File: src/abss_pkg.sv
// ----------------------------------------------------------------------------
// abss_pkg: shared types and constants of the A/B boot slot selector
// Record layout, decision and action codes, and the state and result
// structs passed between the step logic and the core.
// ----------------------------------------------------------------------------
package abss_pkg;

    localparam int SLOT_COUNT = 512;
    localparam int SLOT_W     = $clog2(SLOT_COUNT);
    localparam int WORD_W     = 26;
    localparam int ATTEMPT_W  = 4;

    localparam logic [15:0]          MAGIC_WORD    = 16'h4A57;
    localparam logic [ATTEMPT_W-1:0] ATTEMPT_LIMIT = 4'd3;
    localparam logic [SLOT_W-1:0]    SLOT_LAST     = SLOT_W'(SLOT_COUNT - 1);

    typedef enum logic [2:0] {
        ACT_BOOT    = 3'd0,
        ACT_CONFIRM = 3'd1,
        ACT_REQUEST = 3'd2,
        ACT_COMMIT  = 3'd3,
        ACT_CLEAR   = 3'd4
    } action_t;

    typedef enum logic [2:0] {
        DEC_NONE   = 3'd0,
        DEC_JUMP   = 3'd1,
        DEC_RESET  = 3'd2,
        DEC_LOADER = 3'd3,
        DEC_HALT   = 3'd4
    } decision_t;

    typedef struct packed {
        logic                 present;
        logic                 image;
        logic                 a_valid;
        logic                 b_valid;
        logic                 requested;
        logic                 running;
        logic [ATTEMPT_W-1:0] attempt;
        logic [SLOT_W-1:0]    slot;
    } abss_state_t;

    typedef struct packed {
        decision_t         decision;
        logic              image;
        logic              written;
        logic              erase;
        logic [SLOT_W-1:0] slot;
        logic [WORD_W-1:0] word;
    } abss_result_t;

    localparam abss_state_t STATE_RESET = '{
        present:   1'b0,
        image:     1'b0,
        a_valid:   1'b0,
        b_valid:   1'b0,
        requested: 1'b0,
        running:   1'b0,
        attempt:   ATTEMPT_W'(1),
        slot:      '0
    };

    function automatic logic [WORD_W-1:0] pack_record(abss_state_t s);
        return {s.running, s.attempt, s.b_valid, 1'b0, s.a_valid,
                s.requested, s.image, MAGIC_WORD};
    endfunction

endpackage

File: src/ab_boot_slot_selector_core.sv
// ----------------------------------------------------------------------------
// ab_boot_slot_selector_core: A/B boot control record with attempt counter
// Output: the result of each input transfer is registered in the output register.
// Throughput: one event per cycle while the input is not stalled; the record state updates in the same edge.
// The input stalls only while a result waits and the output is stalled.
// Reset: record cleared (image A, both invalid, attempt 1, ring slot 0).
// ----------------------------------------------------------------------------
module ab_boot_slot_selector_core (
    input  logic                        clk,
    input  logic                        rst_n,
    input  logic                        in_valid,
    output logic                        in_stall,
    input  logic [2:0]                  action,
    input  logic                        safety_reset,
    input  logic                        next_image,
    output logic                        out_valid,
    input  logic                        out_stall,
    output logic [2:0]                  decision,
    output logic                        boot_image,
    output logic                        record_written,
    output logic                        erase_first,
    output logic [abss_pkg::SLOT_W-1:0] write_slot,
    output logic [abss_pkg::WORD_W-1:0] record_word
);
    import abss_pkg::*;

    abss_state_t  state_reg;
    abss_state_t  state_next;
    abss_result_t step_res;
    abss_result_t res_reg;
    logic         out_valid_reg;
    logic         accept;

    abss_step u_step (
        .cur          (state_reg),
        .action       (action),
        .safety_reset (safety_reset),
        .next_image   (next_image),
        .nxt          (state_next),
        .res          (step_res)
    );

    assign in_stall = out_valid_reg && out_stall;
    assign accept   = in_valid && !in_stall;

    always_ff @(posedge clk or negedge rst_n)
    begin
        if (!rst_n)
        begin
            state_reg     <= STATE_RESET;
            out_valid_reg <= 1'b0;
        end
        else
        begin
            if (accept)
            begin
                state_reg     <= state_next;
                out_valid_reg <= 1'b1;
            end
            else if (!out_stall)
            begin
                out_valid_reg <= 1'b0;
            end
        end
    end

    // hold the result while the output is stalled
    always_ff @(posedge clk)
    begin
        if (accept)
            res_reg <= step_res;
    end

    assign out_valid      = out_valid_reg;
    assign decision       = res_reg.decision;
    assign boot_image     = res_reg.image;
    assign record_written = res_reg.written;
    assign erase_first    = res_reg.erase;
    assign write_slot     = res_reg.slot;
    assign record_word    = res_reg.word;

    a_magic: assert property (@(posedge clk) disable iff (!rst_n)
        out_valid && record_written |-> record_word[15:0] == MAGIC_WORD)
        else $error("written record lacks magic");

    a_erase_slot: assert property (@(posedge clk) disable iff (!rst_n)
        out_valid && record_written && erase_first |-> write_slot == '0)
        else $error("erase on a slot other than zero");

    a_halt_quiet: assert property (@(posedge clk) disable iff (!rst_n)
        out_valid && decision == DEC_HALT |-> !record_written)
        else $error("halt wrote a record");

    a_empty_ring: assert property (@(posedge clk) disable iff (!rst_n)
        !state_reg.present |-> state_reg.slot == '0)
        else $error("ring head moved without a record");

    a_write_advance: assert property (@(posedge clk) disable iff (!rst_n)
        accept && step_res.written |=> state_reg.present)
        else $error("record not marked present after write");

endmodule

File: src/abss_step.sv
// ----------------------------------------------------------------------------
// abss_step: next-state and result logic for one event
// Decides the boot action, updates the control record and forms the
// ring write for a single event. Purely combinational.
// ----------------------------------------------------------------------------
module abss_step (
    input  abss_pkg::abss_state_t  cur,
    input  logic [2:0]             action,
    input  logic                   safety_reset,
    input  logic                   next_image,
    output abss_pkg::abss_state_t  nxt,
    output abss_pkg::abss_result_t res
);
    import abss_pkg::*;

    always_comb
    begin
        logic        do_write;
        logic        cur_valid;
        logic        keep_a;
        logic        keep_b;
        abss_state_t st;

        do_write  = 1'b0;
        st        = cur;
        cur_valid = cur.image ? cur.b_valid : cur.a_valid;
        keep_a    = cur.image ? cur.a_valid : 1'b0;
        keep_b    = cur.image ? 1'b0 : cur.b_valid;

        res          = '0;
        res.decision = DEC_NONE;

        unique case (action)
            ACT_BOOT:
            begin
                priority if (!cur.present)
                begin
                    st           = STATE_RESET;
                    do_write     = 1'b1;
                    res.decision = DEC_RESET;
                end
                else if (cur.requested && cur.running)
                begin
                    // rollback: the new image never confirmed
                    st.running   = 1'b0;
                    st.requested = 1'b0;
                    st.attempt   = ATTEMPT_W'(1);
                    do_write     = 1'b1;
                    res.decision = DEC_JUMP;
                end
                else if (cur.requested)
                begin
                    st.running   = 1'b1;
                    do_write     = 1'b1;
                    res.decision = DEC_LOADER;
                end
                else if (cur_valid && cur.attempt == '0)
                begin
                    res.decision = DEC_JUMP;
                end
                else if (safety_reset && cur.attempt >= ATTEMPT_LIMIT)
                begin
                    // drop the failing image, fall back if the other is good
                    if (keep_a || keep_b)
                    begin
                        st.a_valid   = keep_a;
                        st.b_valid   = keep_b;
                        st.image     = !keep_a;
                        st.attempt   = ATTEMPT_W'(1);
                        do_write     = 1'b1;
                        res.decision = DEC_JUMP;
                    end
                    else
                    begin
                        res.decision = DEC_HALT;
                    end
                end
                else if (safety_reset)
                begin
                    st.attempt   = cur.attempt + ATTEMPT_W'(1);
                    do_write     = 1'b1;
                    res.decision = DEC_JUMP;
                end
                else
                begin
                    st.attempt   = ATTEMPT_W'(1);
                    do_write     = 1'b1;
                    res.decision = DEC_JUMP;
                end
            end
            ACT_CONFIRM:
            begin
                priority if (!cur.present)
                begin
                    st           = STATE_RESET;
                    do_write     = 1'b1;
                    res.decision = DEC_RESET;
                end
                else if (cur.attempt != '0)
                begin
                    if (cur.image)
                        st.b_valid = 1'b1;
                    else
                        st.a_valid = 1'b1;
                    st.requested = 1'b0;
                    st.attempt   = '0;
                    do_write     = 1'b1;
                end
                else
                begin
                    res.decision = DEC_NONE;
                end
            end
            ACT_REQUEST:
            begin
                st.requested = 1'b1;
                st.running   = 1'b0;
                do_write     = 1'b1;
                res.decision = DEC_RESET;
            end
            ACT_COMMIT:
            begin
                if (next_image)
                    st.b_valid = 1'b0;
                else
                    st.a_valid = 1'b0;
                st.image     = next_image;
                st.requested = 1'b0;
                st.running   = 1'b0;
                st.attempt   = ATTEMPT_W'(1);
                do_write     = 1'b1;
            end
            ACT_CLEAR:
            begin
                st        = STATE_RESET;
                res.erase = 1'b1;
            end
            default:
            begin
                st = cur;
            end
        endcase

        // append the record at the ring head and advance
        if (do_write)
        begin
            res.written = 1'b1;
            res.erase   = (st.slot == '0);
            res.slot    = st.slot;
            res.word    = pack_record(st);
            st.slot     = (st.slot == SLOT_LAST) ? '0 : st.slot + SLOT_W'(1);
            st.present  = 1'b1;
        end

        res.image = st.image;
        nxt       = st;
    end

endmodule
File: config.mk
export PLATFORM = sky130hd
export DESIGN_NAME = ab_boot_slot_selector_core
export DESIGN_NICKNAME = d
export VERILOG_FILES = /design/src/abss_pkg.sv /design/src/ab_boot_slot_selector_core.sv /design/src/abss_step.sv
export SDC_FILE = /design/constraint.sdc
export NUM_CORES = 1
export LEC_CHECK = 0
export ABC_CLOCK_PERIOD_IN_PS = 3000
export BUFFER_PORTS_ARGS = -buffer_cell sky130_fd_sc_hd__buf_2
export CAP_MARGIN = 40
export CORE_ASPECT_RATIO = 1.75
export CORE_MARGIN = 3
export CORE_UTILIZATION = 50
export DETAILED_ROUTE_END_ITERATION = 7
export PLACE_DENSITY_LB_ADDON = 0.1
export SETUP_SLACK_MARGIN = 0.2
export SYNTH_ARGS = -nofsm -noshare
export SYNTH_HDL_FRONTEND = slang
export SYNTH_SLANG_ARGS = --single-unit
File: constraint.sdc
create_clock -name clk -period 3 [get_ports clk]
set_input_delay 0.3 -clock clk [delete_from_list [all_inputs] [get_ports clk]]
set_output_delay 0.3 -clock clk [all_outputs]
set_load 0.01 [all_outputs]
-- After elaboration in Yosys (flattened, before gate mapping)
Cells that the tools add are included.
Widths: inputs -> output; s select.
- output and inout bits: 43
- input port bits: 9
- logic and storage cells: 100
- register bits after elaboration: 61
- equal/unequal tests: 6
- multiplexer cells: 58
- add/subtract/negate cells: 2
- order comparisons: 1
- reductions and logical operators: 17
- operators by type and width (cell ; count):
    $mux 3 ; 13
    $mux 37 ; 1
    $mux 9 ; 4
    $mux 4 ; 7
    $mux 1 ; 23
    $pmux 9 s2 ; 1
    $pmux 3 s4 ; 1
    $pmux 4 s3 ; 1
    $add 9x1->9 const B ; 1
    $eq 9x9->1 const B ; 1
    $logic_not 9->1 ; 1
    $pmux 3 s3 ; 1
    $pmux 2 s4 ; 1
    $reduce_bool 4->1 ; 2
    $eq 3x2->1 const B ; 2
    $pmux 1 s3 ; 2
    $reduce_or 2->1 ; 3
    $logic_and 1x1->1 ; 5
    $mux 5 ; 1
    $add 4x1->4 const B ; 1
    $ge 4x2->1 const B ; 1
    $logic_not 4->1 ; 1
    $mux 2 ; 2
    $eq 3x1->1 const B ; 1
    other kinds (6) ; 7

-- Depth between registers and ports, before layout
Gate-level depths: netlist of the first run.
- word-level depth: 11
- depth in mapped cells: 17
- gate-level depth less buffers: 15

-- By module
Synthesis of the first run repeated with hierarchy kept, for this count alone.
- cells, all modules: 287
- area total of the unflattened synthesis: 3414.5 µm²
- modules (own cells, without submodules) (module ; area each (µm²) ; cells an instance ; instances ; sequential area each (µm²)):
    ab_boot_slot_selector_core ; 2089.5 ; 85 ; 1 ; 1732.9
    abss_step ; 1325.0 ; 202 ; 1 ; 0.0

-- Worst setup path after synthesis of the first run
OpenSTA, ideal clock, no wires.
- path type: input-to-reg
- from: in action[1]
- to: reg state_reg[4] in the netlist's numbering
- stages: 17
- path buffers: 3
- library setup time: 0.118 ns
- required time: 2.882 ns
- slack: -0.293 ns
- arrival: 3.175 ns
- cell sequence: clkbuf_1 > clkbuf_1 > a211o_1 > clkbuf_1 > nand2_1 > inv_1 > ha_1 > nand3_1 > nand4bb_1 > nor2_1 > ha_1 > inv_1 > a2111oi_0 > nor2_1 > nand3_1 > o21ai_0 > a21o_1
- cells in the longest elaborated chain, start to end: 6
- elaborated cells on any way between the ends: 13
- classes of those cells: 1 x add/sub; 5 x eq/ne; 4 x mux; 3 x reduce/logical
- ends and longest elaborated chain (item ; line ; source):
    start, declared ; ab_boot_slot_selector_core.sv:13 ; input logic [2:0] action,
    $eq 3x1->1 / $logic_not 3->1 (equally long branches) ; abss_step.sv:33 ; unique case (action)
    $reduce_or 2->1 (no source line) ; - ;
    $pmux 9 s2 ; abss_step.sv:33 ;
    $add 9x1->9 / $eq 9x9->1 (equally long branches) ; abss_step.sv:151 ; st.slot = (st.slot == SLOT_LAST) ? '0 : st.slot + SLOT_W'(1);
    $mux 9 ; abss_step.sv:151 ;
    $mux 9 * ; abss_step.sv:145 ; if (do_write)
    end signal, assigned ; ab_boot_slot_selector_core.sv:57 ; state_reg <= state_next;
    end, declared ; ab_boot_slot_selector_core.sv:27 ; abss_state_t state_reg;
Every way passes the cells marked *; elsewhere a longest branch is shown, timed or not.
A chain may end at the register's enable or synchronous reset.

==> results of run 1 <==
-- how the worst max path moves through the flow --
stage	from	endpoint	slack, ns
after CTS	state_reg[18]	state_reg[4]	0.23
after detailed placement	action[2]	state_reg[4]	0.10
after global placement	state_reg[9]	record_word[16]	0.21
after floorplan	state_reg[18]	state_reg[4]	0.21
after global routing	state_reg[18]	state_reg[4]	0.15
final	state_reg[10]	record_word[16]	0.29
-- kinds of logic after synthesis --
family,count (synthesis),synth area share
simple gates,110,0.227
compound gates,66,0.163
flops,44,0.467
buf+inv,43,0.0899
other cells,1,0.00143
fa+ha+maj,7,0.0335
mux,4,0.0172
-- through the flow --
step           power (mW)  area, µm²  std cells
6_report             1.56       3090        381
4_1_cts              1.55       3010        376
5_1_grt              1.65       3090        381
3_3_place_gp         1.16       2890        365
3_5_place_dp         1.16       2890        365
2_1_floorplan        1.03       2690        283
-- placed cells by master, fill, tap and decap left out, types with 9 or more instances in the layout --
| master | netlist | routed |
|---|---|---|
| inv_1 | 12 | 11 |
| and2_1 | 10 | 10 |
| nor2_1 | 19 | 17 |
| o21ai_0 | 23 | 23 |
| a21oi_1 | 16 | 16 |
| buf_2 | 1 | 42 |
| dfrtp_1 | 19 | 19 |
| nand2_1 | 31 | 31 |
| conb_1 | 1 | 9 |
| edfxtp_1 | 24 | 24 |
| buf_4 | 17 | 23 |
-- timing repair --
item,4_1_cts,5_1_grt
endpoints found under the hold margin,19,0
pin swaps,1,5
setup buffers,2,5
endpoints found under the setup margin,3,4
hold buffers,1,0
cloned,0,0
gates resized for setup,1,7
-- area by class of cell --
class | instances | area [µm²] | share of cell area
clock inverters | 1 | 7.51 | 0.00243
flip-flops and latches | 44 | 1220 | 0.395
well taps | 54 | 67.6 | 0.0219
inverters | 12 | 45.0 | 0.0146
clock buffers | 7 | 86.3 | 0.0279
repair buffers | 67 | 413 | 0.134
multi-input cells | 196 | 1250 | 0.404
-- power groups by stage --
stage          clock (mW)  combinational, mW  sequential, mW
2_1_floorplan           0              0.264           0.769
3_3_place_gp            0              0.380           0.778
3_5_place_dp            0              0.382           0.779
4_1_cts             0.397              0.394           0.764
5_1_grt             0.414              0.458           0.775
6_report            0.383              0.411           0.765
-- critical path: stages (launching register included) --
cell and delay, ns:
dfrtp_1 0.44, ha_1 0.22, o31ai_1 0.51, a2111oi_4 0.13
buf_4 0.19, a21oi_1 0.17, nor3b_2 0.07, or4_4 0.56
and2_4 0.17
-- per-layer routing --
metal / vias to the layer above / track usage / part of all wire
met4: 0 / 0.130 / 0.044
met5: - / 0 / 0
met1: 1050 / 0.243 / 0.37
met2: 66 / 0.390 / 0.55
li1: 1069 / - / -
met3: 23 / 0.0395 / 0.036
==> impl_metrics.ini, run 1 <==
[worst_setup_path]
cp_max_fo = 5
crit_path_start_kind = flip-flop
r2r_end = record_word[16]
crit_path_end_kind = flip-flop
reg2regPathDepth = 8
critPathRequiredTime_ns = 3.05
reg2reg_slack_ns = 0.29
path_class = flip-flop to flip-flop
worstPathArrival_ns = 2.76
timing.rr.start = state_reg[10]

[timing]
worst_slack_ns = 0.292
rsz0062_at_grt = no
fin_crit_ns = 2.71
period_share = 0.903
drv_slew = 0
relSlewSlack = 0.595
finalHoldViolCount = 0
worst_pin_slew_ns = 0.603
skew_ns = 0.00830
maxClockFrequency_mhz = 369
setup_viol = 0
whs_ns = 0.217
finalSetupTns_ns = 0

[detailed_routing]
wl_um = 6370
dr.first_iter.drc_count = 61
postRouteAntennaNets = 0
first_pass_iters = 4
num_vias = 2208
drc_errors = 0
wire_per_inst_um = 16.7
avgViaCountPerCell = 5.80

[synth]
postSynthCellCount = 275
avgSynthCellArea_um2 = 9.51
syn_area_um2 = 2620
synth_edf_count = 24
yosys-top-cells-count = nand2_1 (31), edfxtp_1 (24), o21ai_0 (23)
yosysTopAreaCell = edfxtp_1
synth_top_area_share = 0.276
synthFlopType = edfxtp_1
yosys_warnings = 0
synthArstFlopShare = 0.455
synth_cell_types = 58
synth.area.top_cells = edfxtp_1 (28%), dfrtp_1 (18%), buf_4 (4.9%)
yosys_register_bits = 44
yosys.cell_count.top_type = nand2_1
yosysSeqAreaShare = 0.467

[global_routing]
grt_pass1_vias = 2272
grt_overflow = 0
grt_pass1_wl_um = 10400
grt_usage = 0.224
antenna_found_initial = 0
grt_start_max_net_pins = 26

[outcome]
status = finished, final reports clean

[job]
maxCapViolations = 0

[power]
intPower_mw = 1.07
power_switching_mw = 0.490
combPwrFrac = 0.263
switching_share = 0.314
leakage_nw = 1.36
clkPwrFrac = 0.246
power_density_nw_per_um2 = 504
ir_drop_mv = 0.263
seqPwrFrac = 0.491

[cts]
numCtsBuffers = 5
cts_tree = built
clkTransAtPathRegs_ns = 0.09
cts_root_buffer = clkbuf_8
insertion_delay_ns = 0.30
cts_sinks = 44
htree_levels = 2
cts.path.max_buffers = 2

[final_layout]
fin_util = 0.616
nets = 342
largest_register_ffs = 19
fill_cells = 452
area_delta_synth_final_pct = 18.2
drive_above_1_share = 0.281
antenna_cells = 0

[floorplanning]
pin_count = 52
start_util = 0.521
core_region_area_um2 = 5020
rows = 34
die_h_um = 102
die-width_um = 60.7
die_area_um2 = 6170

[min_path]
min_path_cells = 2
hold_class = primary input to flip-flop
min_from = in_valid
hold_end = out_valid

[placed_design]
gp_routability_congestion = 0.910
pre_cts_ws_ns = 0.104
io_buffers = 42
place_hpwl_um = 4590
(Power assumes the default switching activity.)
==> run 2, diff against run 1 <==
REMOVE_ABC_BUFFERS = 1   (was default)
==> impl_metrics.ini, run 2 (synthesized netlist as in run 1, its figures left out) <==
[worst_setup_path]
cp_slowest_cell = dfstp_2
worstPathArrival_ns = 2.74
crit_path_start_kind = flip-flop
critPathRequiredTime_ns = 3.06
path_class = flip-flop to flip-flop
cp_common_cell = nor3b_2
crit_path_end_kind = flip-flop
cp_max_fo = 5
cp_cell_sequence = inv_1 -> ha_1 -> nor3b_2 -> a2111oi_4 -> nand3_1 -> nor3b_2 -> or4_4 -> and2_4
reg2reg_slack_ns = 0.32
cpPeakStageDelay_ns = 0.58

[cts]
numCtsBuffers = 5
clkTransAtPathRegs_ns = 0.08
cts_tree = built
cts_sinks = 44
insertion_delay_ns = 0.29
cts_root_buffer = clkbuf_8
htree_levels = 2
cts.path.max_buffers = 2

[timing]
worst_pin_slew_ns = 0.568
rsz0062_at_grt = no
setup_viol = 0
skew_ns = 0.0108
finalHoldViolCount = 0
whs_ns = 0.210
relSlewSlack = 0.610
period_share = 0.894
drv_slew = 0
finalSetupTns_ns = 0
fin_crit_ns = 2.68
maxClockFrequency_mhz = 373

[final_layout]
layout.cells.most_common_list = buf_2 (42), nand2_1 (30), edfxtp_1 (24)
drive_above_1_share = 0.271
multi_input_area_um2 = 1220
seq_area_um2 = 1220
largest_register_ffs = 19
final_common_cell = buf_2
fin_util = 0.603
fill_cells = 438
nets = 340
antenna_cells = 0
area_delta_synth_final_pct = 15.7

[detailed_routing]
wl_um = 6150
num_vias = 2207
avgViaCountPerCell = 5.82
drc_errors = 0
dr.first_iter.drc_count = 100
postRouteAntennaNets = 0
first_pass_iters = 4
wire_per_inst_um = 16.2

[global_routing]
antenna_found_initial = 0
grt_overflow = 0
grt_usage = 0.215
grt_pass1_wl_um = 10000
grt_start_max_net_pins = 29
grt_pass1_vias = 2142

[min_path]
hold_class = primary input to flip-flop

[floorplanning]
core_region_area_um2 = 5020
die-width_um = 60.7
die_h_um = 102
pin_count = 52
start_util = 0.521
rows = 34
die_area_um2 = 6170

[placed_design]
gp_routability_congestion = 0.864
io_buffers = 42
place_hpwl_um = 4530

[job]
maxCapViolations = 0

[power]
power_density_nw_per_um2 = 502
ir_drop_mv = 0.323
leakage_nw = 1.35

[outcome]
status = finished, final reports clean
-- run 2: changes by cell type in the layout (fill, tap and decap cells not counted), sizes merged --
| cell | before | now |
|---|---|---|
| clkbuf | 7 | 5 |
| clkinv | 0 | 3 |
| buf | 66 | 64 |
| clkinvlp | 1 | 0 |
-- run 2: final cells by class --
type / instances / share of cell area
clock buffer: 5 / 0.0227
multi-input combinational: 196 / 0.404
tap: 54 / 0.0223
inverter: 12 / 0.0149
sequential: 44 / 0.404
timing repair buffer: 65 / 0.127
clock inverter: 3 / 0.00455
-- run 2: per-stage QoR --
step | std cells | cell area [µm²] | setup WS (ns) | power [mW]
finish | 379 | 3030 | 0.317 | 1.52
detailed placement | 366 | 2870 | 0.0389 | 1.15
floorplan | 252 | 2450 | 0.00776 | 0.988
global placement | 366 | 2870 | 0.160 | 1.15
global route | 379 | 3030 | 0.192 | 1.60
CTS | 377 | 2980 | 0.230 | 1.51
-- run 2: where the power goes --
| group | switching (mW) | internal (mW) | total [mW] |
|---|---|---|---|
| registers | 0.0535 | 0.705 | 0.759 |
| logic | 0.230 | 0.170 | 0.401 |
| clock network | 0.201 | 0.158 | 0.359 |
-- run 2: path summary, 6_finish.rpt --
path | startpoint | to | cells after the start
worst min-delay path | in_valid | out_valid | 2
worst max register to register | state_reg[9] | record_word[16] | 8
min in group asynchronous | rst_n | state_reg[10] | 2
max in group asynchronous | rst_n | state_reg[9] | 2
worst min register to register | state_reg[8] | state_reg[8] | 2
worst max-delay path | state_reg[9] | record_word[16] | 8
-- run 2: per-layer routing --
layer,vias to the layer above,global-route usage,routed length [µm],part of all wire
met5,-,0,0,0
met4,0,0.114,205,0.033
met3,20,0.0344,226,0.037
met2,66,0.378,3420,0.56
met1,1058,0.240,2300,0.37
li1,1063,-,-,-
-- run 2: what timing repair did --
action	CTS	global route
buffers inserted	2	2
cloned	0	0
resized for setup	3	8
pin swaps	2	6
endpoints found under the hold margin	16	0
hold buffers	1	0
setup endpoints to repair	3	4
-- run 2: critical path: cells and delay by family, from the launching register on --
| family | cells | cell delay, ns |
|---|---|---|
| fa+ha+maj | 1 | 0.23 |
| buf+inv | 1 | 0.08 |
| compound gates | 1 | 0.34 |
| simple gates | 5 | 1.22 |
| flops | 1 | 0.58 |
